## config.mk

```make
export PLATFORM = sky130hd
export DESIGN_NAME = ems_page_mapper_core
export DESIGN_NICKNAME = d
export VERILOG_FILES = /design/src/sv/epm_pkg.sv /design/src/sv/epm_ram.sv /design/src/sv/ems_page_mapper_core.sv
export VERILOG_INCLUDE_DIRS = /design/src /design/src/sv
export SDC_FILE = /design/constraint.sdc
export NUM_CORES = 1
export LEC_CHECK = 0
export BUFFER_PORTS_ARGS = -buffer_cell sky130_fd_sc_hd__buf_2
export CAP_MARGIN = 15
export CORE_AREA = 3 3 219 242
export DETAILED_ROUTE_END_ITERATION = 8
export DIE_AREA = 0 0 222 245
export GPL_TIMING_DRIVEN = 0
export PLACE_DENSITY = 0.69
export SYNTH_ARGS = -nofsm -noshare
export SYNTH_HDL_FRONTEND = slang
export SYNTH_HIERARCHICAL = 1
export SYNTH_SLANG_ARGS = --single-unit
```

## constraint.sdc

```tcl
create_clock -name clk -period 8.9 [get_ports clk]
set_input_delay 1.78 -clock clk [delete_from_list [all_inputs] [get_ports clk]]
set_output_delay 1.78 -clock clk [all_outputs]
set_load 0.02 [all_outputs]
```

## src/sv/assert_macros.svh

```systemverilog
// Assertion macros shared by the page mapper RTL.
// Each macro samples on clk and is disabled while arst_n is low.
`ifndef ASSERT_MACROS_SVH
`define ASSERT_MACROS_SVH

// The condition holds at every clock edge outside reset.
`define EPM_ASSERT_ALWAYS(label, cond, msg) \
	label: assert property (@(posedge clk) disable iff (!arst_n) (cond)) else $error(msg);

// The consequent holds in the same cycle as the antecedent.
`define EPM_ASSERT_IMPLY(label, ante, cons, msg) \
	label: assert property (@(posedge clk) disable iff (!arst_n) (ante) |-> (cons)) else $error(msg);

// The consequent holds in the cycle after the antecedent.
`define EPM_ASSERT_NEXT(label, ante, cons, msg) \
	label: assert property (@(posedge clk) disable iff (!arst_n) (ante) |=> (cons)) else $error(msg);

`endif

```

## src/sv/epm_pkg.sv

```systemverilog
// Package of the expanded-memory page mapper: mode codes, port and command constants,
// and the page base computation. It depends on nothing else.
`default_nettype none

package epm_pkg;

	typedef enum logic [1:0] {
		MODE_IO_WR = 2'd0,
		MODE_IO_RD = 2'd1,
		MODE_MEM   = 2'd2,
		MODE_NONE  = 2'd3
	} mode_t;

	localparam int unsigned APB_AW = 3;

	localparam logic REG_MEM_SIZE  = 1'b0;
	localparam logic REG_FN_NOTIFY = 1'b1;

	localparam logic [14:0] MEM_SIZE_RESET = 15'd1024;

	localparam logic [13:0] PORT_BANK0 = 14'h0208;
	localparam logic [13:0] PORT_BANK1 = 14'h0218;
	localparam logic [13:0] PORT_BANK2 = 14'h0258;
	localparam logic [13:0] PORT_BANK3 = 14'h0268;
	localparam logic [15:0] PORT_SYS   = 16'h8084;

	localparam logic [2:0] CMD_LAYOUT  = 3'b010;
	localparam logic [3:0] SYS_RD_LOW  = 4'hC;
	localparam logic [7:0] FRAME_SEG   = 8'h0D;
	localparam logic [7:0] RD_IDLE     = 8'hFF;

	localparam logic [19:0] UPPER_START_640 = 20'hA0000;
	localparam logic [19:0] UPPER_START_512 = 20'h80000;
	localparam logic [5:0]  UPPER_PAGES_640 = 6'd24;
	localparam logic [5:0]  UPPER_PAGES_512 = 6'd32;
	localparam logic [24:0] UPPER_LEN_640   = 25'h060000;
	localparam logic [24:0] UPPER_LEN_512   = 25'h080000;
	localparam logic [24:0] ONE_MEG         = 25'h100000;

	// RAM base of a 16 KB page, or zero when the page is disabled or lies past RAM.
	function automatic logic [23:0] page_base(input logic [1:0] bank, input logic [7:0] val,
			input logic uems, input logic c640, input logic [14:0] msize);
		logic [8:0]  pg;
		logic [5:0]  ucnt;
		logic [19:0] ustart;
		logic [24:0] top;
		logic [24:0] lim;
		logic [9:0]  pg1;
		logic [24:0] res;
		logic [23:0] r;
		pg     = {2'b00, val[6:0]} + {bank, 7'b0};
		ucnt   = c640 ? UPPER_PAGES_640 : UPPER_PAGES_512;
		ustart = c640 ? UPPER_START_640 : UPPER_START_512;
		top    = {msize, 10'b0};
		r      = '0;
		if (val[7]) begin
			if (uems && (pg < {3'b000, ucnt})) begin
				r = {4'h0, ustart} + {5'b0, pg[4:0], 14'b0};
			end else begin
				if (uems) begin
					pg = pg - {3'b000, ucnt};
				end
				lim = {2'b00, pg, 14'b0} + ONE_MEG;
				pg1 = {1'b0, pg} + 10'd1;
				res = top - {1'b0, pg1, 14'b0};
				if (lim < top) begin
					r = res[23:0];
				end
			end
		end
		return r;
	endfunction

endpackage

`default_nettype wire

```

## src/sv/epm_ram.sv

```systemverilog
// Generic single-write, single-read synchronous RAM with a registered read port.
// Used for the page registers and the frame slot bases; no dependencies.
`default_nettype none

module epm_ram #(
	parameter int unsigned WIDTH = 8,
	parameter int unsigned DEPTH = 16
) (
	input  wire logic                     clk,
	input  wire logic                     we,
	input  wire logic [$clog2(DEPTH)-1:0] waddr,
	input  wire logic [WIDTH-1:0]         wdata,
	input  wire logic                     re,
	input  wire logic [$clog2(DEPTH)-1:0] raddr,
	output logic      [WIDTH-1:0]         rdata
);

	logic [WIDTH-1:0] mem_q [DEPTH];

	always_ff @(posedge clk) begin
		if (we) begin
			mem_q[waddr] <= wdata;
		end
		if (re) begin
			rdata <= mem_q[raddr];
		end
	end

endmodule

`default_nettype wire

```

## src/sv/ems_page_mapper_core.sv

```systemverilog
// Top level of the expanded-memory page mapper: I/O decode, page memories and translation.
// Depends on epm_pkg, epm_ram and assert_macros.svh.
//
// The mapper takes one transaction per cycle on its input channel. The result transaction for
// each is registered in stage 1, stage 2 and the output register; a stalled output holds the
// pipeline and the input. Page registers and frame slot bases live in two small synchronous
// RAMs that are read and written in the first pipeline stage. A layout command on the system
// port recomputes the four frame slots through the page RAM read port, one slot per cycle,
// and holds the input off meanwhile. Configuration writes take effect on later transactions
// only if the user makes them with the pipeline empty; the block itself does not enforce it.
`default_nettype none

module ems_page_mapper_core (
	input  wire logic                        clk,
	input  wire logic                        arst_n,
	input  wire logic                        psel,
	input  wire logic                        penable,
	input  wire logic                        pwrite,
	input  wire logic [epm_pkg::APB_AW-1:0]  paddr,
	input  wire logic [31:0]                 pwdata,
	output logic      [31:0]                 prdata,
	output logic                             pready,
	input  wire logic                        in_valid,
	output logic                             in_ready,
	input  wire logic [1:0]                  mode,
	input  wire logic [15:0]                 io_port,
	input  wire logic [7:0]                  write_data,
	input  wire logic [23:0]                 mem_addr,
	output logic                             out_valid,
	input  wire logic                        out_ready,
	output logic      [7:0]                  read_data,
	output logic                             port_hit,
	output logic                             mem_hit,
	output logic      [23:0]                 phys_addr,
	output logic                             high_ram_on,
	output logic                             conv_640k
);

	// Configuration and layout state.
	logic [14:0] mem_size_q;
	logic [3:0]  fn_notify_q;
	logic        c640_q;
	logic        uems_q;
	logic        hen_q;
	logic        uxms_q;
	logic [15:0] page_vld_q;
	logic [3:0]  slot_vld_q;
	logic        pg_rvld_q;
	logic        sweep_busy_q;
	logic [2:0]  sweep_cnt_q;

	// Stage 1: registered input transaction.
	logic        valid_s1;
	logic [1:0]  mode_s1;
	logic [15:0] port_s1;
	logic [7:0]  wdata_s1;
	logic [23:0] addr_s1;

	// Stage 2: decoded transaction waiting for RAM data.
	logic        valid_s2;
	logic        phit_s2;
	logic        pgrd_s2;
	logic [7:0]  rdfix_s2;
	logic        frame_s2;
	logic        slot_vld_s2;
	logic [13:0] off_s2;
	logic        xms_s2;
	logic [23:0] xphys_s2;
	logic        hen_s2;
	logic        c640_s2;

	// Output register.
	logic        out_valid_q;
	logic [7:0]  read_data_q;
	logic        port_hit_q;
	logic        mem_hit_q;
	logic [23:0] phys_addr_q;
	logic        high_ram_on_q;
	logic        conv_640k_q;

	logic        cfg_wr;
	logic        out_take;
	logic        s1_adv;
	logic [1:0]  bank;
	logic        bank_hit;
	logic [3:0]  idx;
	logic        is_io;
	logic        sys_hit;
	logic        pg_wr;
	logic        pg_rd;
	logic        layout;
	logic        frame;
	logic        c640_nx;
	logic        uems_nx;
	logic        hen_nx;
	logic        uxms_nx;
	logic [7:0]  rdfix;
	logic [24:0] top;
	logic [24:0] addr_x;
	logic [24:0] diff;
	logic [24:0] ulen;
	logic [19:0] ustart;
	logic        xms;
	logic [23:0] xphys;
	logic        sweep_rd;
	logic        sweep_wr;
	logic [2:0]  sweep_wcnt;
	logic [7:0]  sweep_val;
	logic        pram_re;
	logic [3:0]  pram_raddr;
	logic [7:0]  pram_rdata;
	logic        sram_we;
	logic [1:0]  sram_waddr;
	logic [23:0] sram_wdata;
	logic        sram_re;
	logic [23:0] sram_rdata;
	logic        slot_hit;
	logic        mem_hit_nx;
	logic [23:0] phys_nx;
	logic [7:0]  rd_nx;

	assign pready = 1'b1;
	assign cfg_wr = psel & penable & pwrite & pready;
	assign prdata = (paddr[2] == epm_pkg::REG_FN_NOTIFY) ? {28'b0, fn_notify_q}
		: {17'b0, mem_size_q};

	// Handshake chain from the output back to the input.
	assign out_take = valid_s2 & (~out_valid_q | out_ready);
	assign s1_adv   = valid_s1 & (~valid_s2 | out_take);
	assign in_ready = ~sweep_busy_q & ~(valid_s1 & layout) & (~valid_s1 | s1_adv);

	// Port decode of the stage 1 transaction.
	always_comb begin
		bank_hit = 1'b1;
		bank     = 2'd0;
		case (port_s1[13:0])
			epm_pkg::PORT_BANK0: bank = 2'd0;
			epm_pkg::PORT_BANK1: bank = 2'd1;
			epm_pkg::PORT_BANK2: bank = 2'd2;
			epm_pkg::PORT_BANK3: bank = 2'd3;
			default: bank_hit = 1'b0;
		endcase
	end

	assign idx     = {bank, port_s1[15:14]};
	assign is_io   = (mode_s1 == epm_pkg::MODE_IO_WR) || (mode_s1 == epm_pkg::MODE_IO_RD);
	assign sys_hit = is_io & ~bank_hit & (port_s1 == epm_pkg::PORT_SYS);
	assign pg_wr   = (mode_s1 == epm_pkg::MODE_IO_WR) & bank_hit;
	assign pg_rd   = (mode_s1 == epm_pkg::MODE_IO_RD) & bank_hit;
	assign layout  = (mode_s1 == epm_pkg::MODE_IO_WR) & sys_hit
		& (wdata_s1[7:5] == epm_pkg::CMD_LAYOUT);
	assign frame   = (mode_s1 == epm_pkg::MODE_MEM) & (addr_s1[23:16] == epm_pkg::FRAME_SEG);
	assign rdfix   = (sys_hit && (mode_s1 == epm_pkg::MODE_IO_RD))
		? {fn_notify_q, epm_pkg::SYS_RD_LOW} : epm_pkg::RD_IDLE;

	assign c640_nx = layout ? wdata_s1[2] : c640_q;
	assign uems_nx = layout ? wdata_s1[0] : uems_q;
	assign hen_nx  = layout ? wdata_s1[1] : hen_q;
	assign uxms_nx = layout ? (wdata_s1[4] & wdata_s1[1]) : uxms_q;

	// Upper XMS window above the top of installed RAM.
	assign top    = {mem_size_q, 10'b0};
	assign addr_x = {1'b0, addr_s1};
	assign diff   = addr_x - top;
	assign ulen   = c640_q ? epm_pkg::UPPER_LEN_640 : epm_pkg::UPPER_LEN_512;
	assign ustart = c640_q ? epm_pkg::UPPER_START_640 : epm_pkg::UPPER_START_512;
	assign xms    = (mode_s1 == epm_pkg::MODE_MEM) & uxms_q & (addr_x >= top) & (diff < ulen);
	assign xphys  = diff[23:0] + {4'h0, ustart};

	// Slot recompute sequencer after a layout command.
	assign sweep_rd   = sweep_busy_q & ~sweep_cnt_q[2];
	assign sweep_wr   = sweep_busy_q & (sweep_cnt_q != 3'd0);
	assign sweep_wcnt = sweep_cnt_q - 3'd1;
	assign sweep_val  = pg_rvld_q ? pram_rdata : 8'h00;

	assign pram_re    = (s1_adv & pg_rd) | sweep_rd;
	assign pram_raddr = sweep_busy_q ? {2'b00, sweep_cnt_q[1:0]} : idx;

	assign sram_we    = (s1_adv & pg_wr) | sweep_wr;
	assign sram_waddr = sweep_busy_q ? sweep_wcnt[1:0] : port_s1[15:14];
	assign sram_wdata = sweep_busy_q
		? epm_pkg::page_base(2'd0, sweep_val, uems_q, c640_q, mem_size_q)
		: epm_pkg::page_base(bank, wdata_s1, uems_q, c640_q, mem_size_q);
	assign sram_re    = s1_adv & frame;

	epm_ram #(
		.WIDTH(8),
		.DEPTH(16)
	) u_page_ram (
		.clk  (clk),
		.we   (s1_adv & pg_wr),
		.waddr(idx),
		.wdata(wdata_s1),
		.re   (pram_re),
		.raddr(pram_raddr),
		.rdata(pram_rdata)
	);

	epm_ram #(
		.WIDTH(24),
		.DEPTH(4)
	) u_slot_ram (
		.clk  (clk),
		.we   (sram_we),
		.waddr(sram_waddr),
		.wdata(sram_wdata),
		.re   (sram_re),
		.raddr(addr_s1[15:14]),
		.rdata(sram_rdata)
	);

	// Result assembly from stage 2 and the RAM read data.
	assign slot_hit   = frame_s2 & slot_vld_s2 & (sram_rdata != 24'd0);
	assign mem_hit_nx = slot_hit | xms_s2;
	assign phys_nx    = slot_hit ? (sram_rdata + {10'b0, off_s2})
		: (xms_s2 ? xphys_s2 : 24'd0);
	assign rd_nx      = pgrd_s2 ? (pg_rvld_q ? pram_rdata : 8'h00) : rdfix_s2;

	always_ff @(posedge clk or negedge arst_n) begin
		if (!arst_n) begin
			mem_size_q   <= epm_pkg::MEM_SIZE_RESET;
			fn_notify_q  <= '0;
			c640_q       <= 1'b0;
			uems_q       <= 1'b0;
			hen_q        <= 1'b0;
			uxms_q       <= 1'b0;
			page_vld_q   <= '0;
			slot_vld_q   <= '0;
			pg_rvld_q    <= 1'b0;
			sweep_busy_q <= 1'b0;
			sweep_cnt_q  <= '0;
			valid_s1     <= 1'b0;
			valid_s2     <= 1'b0;
			out_valid_q  <= 1'b0;
		end else begin
			if (cfg_wr) begin
				if (paddr[2] == epm_pkg::REG_MEM_SIZE) begin
					mem_size_q <= pwdata[14:0];
				end else begin
					fn_notify_q <= pwdata[3:0];
				end
			end
			if (s1_adv) begin
				c640_q <= c640_nx;
				uems_q <= uems_nx;
				hen_q  <= hen_nx;
				uxms_q <= uxms_nx;
			end
			if (s1_adv && pg_wr) begin
				page_vld_q[idx] <= 1'b1;
			end
			if (sram_we) begin
				slot_vld_q[sram_waddr] <= 1'b1;
			end
			if (pram_re) begin
				pg_rvld_q <= page_vld_q[pram_raddr];
			end
			if (s1_adv && layout) begin
				sweep_busy_q <= 1'b1;
				sweep_cnt_q  <= '0;
			end else if (sweep_busy_q) begin
				if (sweep_cnt_q[2]) begin
					sweep_busy_q <= 1'b0;
				end
				sweep_cnt_q <= sweep_cnt_q + 3'd1;
			end
			if (in_valid && in_ready) begin
				valid_s1 <= 1'b1;
			end else if (s1_adv) begin
				valid_s1 <= 1'b0;
			end
			if (s1_adv) begin
				valid_s2 <= 1'b1;
			end else if (out_take) begin
				valid_s2 <= 1'b0;
			end
			if (out_take) begin
				out_valid_q <= 1'b1;
			end else if (out_ready) begin
				out_valid_q <= 1'b0;
			end
		end
	end

	always_ff @(posedge clk) begin
		if (in_valid && in_ready) begin
			mode_s1  <= mode;
			port_s1  <= io_port;
			wdata_s1 <= write_data;
			addr_s1  <= mem_addr;
		end
		if (s1_adv) begin
			phit_s2     <= bank_hit & is_io | sys_hit;
			pgrd_s2     <= pg_rd;
			rdfix_s2    <= rdfix;
			frame_s2    <= frame;
			slot_vld_s2 <= slot_vld_q[addr_s1[15:14]];
			off_s2      <= addr_s1[13:0];
			xms_s2      <= xms;
			xphys_s2    <= xphys;
			hen_s2      <= hen_nx;
			c640_s2     <= c640_nx;
		end
		if (out_take) begin
			read_data_q   <= rd_nx;
			port_hit_q    <= phit_s2;
			mem_hit_q     <= mem_hit_nx;
			phys_addr_q   <= phys_nx;
			high_ram_on_q <= hen_s2;
			conv_640k_q   <= c640_s2;
		end
	end

	assign out_valid   = out_valid_q;
	assign read_data   = read_data_q;
	assign port_hit    = port_hit_q;
	assign mem_hit     = mem_hit_q;
	assign phys_addr   = phys_addr_q;
	assign high_ram_on = high_ram_on_q;
	assign conv_640k   = conv_640k_q;

`include "assert_macros.svh"

	`EPM_ASSERT_ALWAYS(a_sweep_excl_s1, !(sweep_busy_q && valid_s1), "slot recompute overlaps a stage 1 transaction")
	`EPM_ASSERT_IMPLY(a_sweep_blocks_in, sweep_busy_q, !in_ready, "input accepted during slot recompute")
	`EPM_ASSERT_NEXT(a_layout_starts_sweep, s1_adv && layout, sweep_busy_q && (sweep_cnt_q == 3'd0), "layout command did not start slot recompute")
	`EPM_ASSERT_IMPLY(a_hit_excl, out_valid_q, !(port_hit_q && mem_hit_q), "port and memory hit reported together")
	`EPM_ASSERT_IMPLY(a_miss_zero, out_valid_q && !mem_hit_q, phys_addr_q == 24'd0, "address reported on a memory miss")

endmodule

`default_nettype wire

```

==> results.json <==
{
  "cts_sinks": 433,
  "clkPwrFrac": 0.365,
  "synthAdderAreaFrac": 0.0604,
  "synth_top_family_by_area": "multiplexers",
  "synth_mux_area_frac": 0.0924,
  "synth.distinct_cells": 77,
  "required_ps": 9190,
  "wl_met2_um": 22600,
  "place_area_mm2": 0.0221,
  "worst_slew_pin_slew_ps": 1010,
  "grt_overflow_total": 0,
  "postLayoutCellArea_mm2": 0.0236,
  "switching_share": 0.266,
  "fin_crit_ps": 4990,
  "maxSlewHeadroom": 0.324,
  "n_fill_cell": 4389,
  "ys.flop_type": "edfxtp_1",
  "critPathLaunchType": "flip-flop",
  "htreeDepth": 2,
  "finalSetupViolations": 0,
  "synth_seq_cells": 433,
  "endpoint_kind": "flip-flop",
  "top_layer": "met5",
  "fp-row-count": 86,
  "drive_gt1_frac": 0.211,
  "grt_pass1_wl_um": 71800,
  "finalHoldViolations": 0,
  "cts.reportedPaths.clkPinSlew_ps": 70,
  "min_period_over_period": 0.561,
  "status": "completed",
  "synthCells": 1361,
  "syn-mean-instance-area_um2": 14.9,
  "final_common_cell": "edfxtp_1",
  "p_leak_nw": 9.04,
  "clock_latency_ps": 580,
  "antenna-diode-count": 0,
  "synth.yosys.seq_area_share": 0.631,
  "grt_setup_unrepaired": "no",
  "ctsHoldBuffers": 0,
  "syn-cell-area_mm2": 0.0202,
  "maxSlewViolCount": 0,
  "drt_iter0_drc": 876,
  "drtAntennaViolNets": 0,
  "synth-xor-area-share": 0.0325,
  "clockBufferDepth": 3,
  "gp_congestion": 0.921,
  "grt_usage": 0.172,
  "power.total_mw": 5.24,
  "powerDensity_mw_per_mm2": 222,
  "grt_pass1_vias": 12423,
  "synth-compound-area-share": 0.0703,
  "drc_errors": 0,
  "area_growth_pct": 16.8,
  "grt_max_degree": 34,
  "cts_root_buf": "clkbuf_16",
  "die_h_um": 245,
  "crit_type": "flip-flop to flip-flop",
  "p_comb_frac": 0.165,
  "wl_met3_um": 3080,
  "core_mm2": 0.0505,
  "fp.dieArea_mm2": 0.0544,
  "drtPass1Iterations": 5,
  "portBuffers": 125,
  "postCtsSetupBuffers": 0,
  "p_int_mw": 3.84,
  "initial_core_util": 0.401,
  "dp_hpwl_um": 34300,
  "switching_power_mw": 1.39,
  "seq_power_share": 0.470,
  "cts_buffers": 45,
  "synth_edf_count": 382,
  "ir_worst_vdd_mv": 0.155,
  "cts-resized-gates": 0,
  "die_w_um": 222,
  "crit_arrival_ps": 5280,
  "totalWireLength_um": 46700,
  "most-common-layout-cells": "382 x edfxtp_1, 137 x buf_2, 88 x ha_1",
  "fmax_ghz": 0.200,
  "max_cap_viol_count": 0,
  "finClkSkew_ps": 29.8,
  "hp-class": "flip-flop to flip-flop",
  "routedWlPerCell_um": 20.3,
  "synth_simple_gate_area_share": 0.0824,
  "final_nets": 1789,
  "wl_met1_um": 19700,
  "cts_tree": "yes",
  "io_pins": 163,
  "synthArstFlopShare": 0.118,
  "antenna_found_initial": 2,
  "crit_path_max_fanout": 10,
  "vias": 12097,
  "tns_ps": 0,
  "via_per_inst": 5.27,
  "yosys_warnings": 6
}
## flip-flops by register name, indices dropped and copies added (netlist names), 2 cells and up
| register | flops |
|---|---|
| port_s1 | 16 |
| off_s2 | 14 |
| sweep_cnt_q | 3 |
| mode_s1 | 2 |
| wdata_s1 | 8 |
| fn_notify_q | 4 |
| phys_addr | 24 |
| u_slot_ram/mem_q | 96 |
| rdfix_s2 | 5 |
| slot_vld_q | 4 |
| u_slot_ram/rdata | 24 |
| u_page_ram/rdata | 8 |
| xphys_s2 | 14 |
| read_data | 8 |
| addr_s1 | 24 |
| mem_size_q | 15 |
| page_vld_q | 16 |
| u_page_ram/mem_q | 128 |
## stage by stage
stage	utilization	cells	hold WS, ps	setup slack [ps]
after global routing	0.468	2297	437	3520
after global placement	0.434	2202	406	2340
after CTS	0.468	2297	415	3890
after detailed placement	0.438	2216	405	3950
final	0.468	2297	410	3910
after floorplan	-	1417	400	4270
## worst max-delay path, cell delays in order, from the launching register on
cell and delay [ps]:
dfrtp_1 670, inv_1 360, ha_1 380, nand3b_1 80, nand3_1 150, xor2_1 620
inv_1 180, ha_1 260, xnor2_1 160, ha_1 260, a21o_1 160, a21oi_1 170
a211oi_2 140, nor2_1 390, nand2_1 190, o22ai_1 510
## cells in the mapped netlist, drive strengths merged, types with 17 or more instances
| library cell | instances | area [µm²] |
|---|---|---|
| dfrtp | 50 | 1250 |
| a22oi | 20 | 150 |
| nor3 | 20 | 105 |
| ha | 88 | 1100 |
| nand3 | 38 | 190 |
| xor2 | 27 | 236 |
| nor2b | 28 | 175 |
| mux2 | 29 | 327 |
| nor2 | 74 | 278 |
| buf | 38 | 289 |
| nand2 | 62 | 233 |
| a21oi | 39 | 195 |
| xnor2 | 48 | 420 |
| o21ai | 59 | 295 |
| inv | 65 | 244 |
| mux4 | 57 | 1350 |
| a21o | 32 | 240 |
| edfxtp | 382 | 11500 |
| mux2i | 19 | 190 |
| clkbuf | 17 | 63.8 |
## power groups by stage
| stage | Clock, mW | Sequential, mW | Combinational, mW |
|---|---|---|---|
| after floorplan | 0 | 2.50 | 0.572 |
| after global placement | 0 | 2.51 | 0.830 |
| after detailed placement | 0 | 2.50 | 0.861 |
| after CTS | 1.96 | 2.46 | 0.867 |
| after global routing | 2.04 | 2.47 | 0.953 |
| final | 1.91 | 2.46 | 0.864 |
## worst paths after layout
kind	startpoint	endpoint	slack (ps)	depth (start not counted)
max in group asynchronous	arst_n	mem_size_q[10]	7130	2
worst min register to register	addr_s1[7]	off_s2[7]	410	0
worst max-delay path	c640_q	u_slot_ram/mem_q[3][23]	3910	15
worst min-delay path	addr_s1[7]	off_s2[7]	410	0
min in group asynchronous	arst_n	page_vld_q[15]	1160	1
worst max register to register	c640_q	u_slot_ram/mem_q[3][23]	3910	15
## cell families (layout without fill, tap and decap cells)
group	after synthesis	after routing
fa+ha+maj	94	94
buf+inv	123	343
compound gates	214	214
mux	105	105
xor+xnor	75	75
flops	433	433
other cells	2	58
simple gates	315	315
## cell type report
type | count | area [µm²] | area share
Buffer | 58 | 383 | 0.0162
Tap cell | 660 | 826 | 0.0350
Sequential cell | 433 | 12700 | 0.540
Timing Repair Buffer | 139 | 835 | 0.0353
Clock buffer | 51 | 1150 | 0.0486
Clock inverter | 30 | 370 | 0.0157
Multi-Input combinational cell | 861 | 7060 | 0.299
Inverter | 65 | 244 | 0.0103
## per-layer routing
metal  global-route usage  vias up
met2                0.291      439
met3               0.0289       73
met4               0.0551        2
met5                    0        -
met1                0.228     5970
li1                     -     5613
No activity file was read; power rests on OpenSTA's default activity.
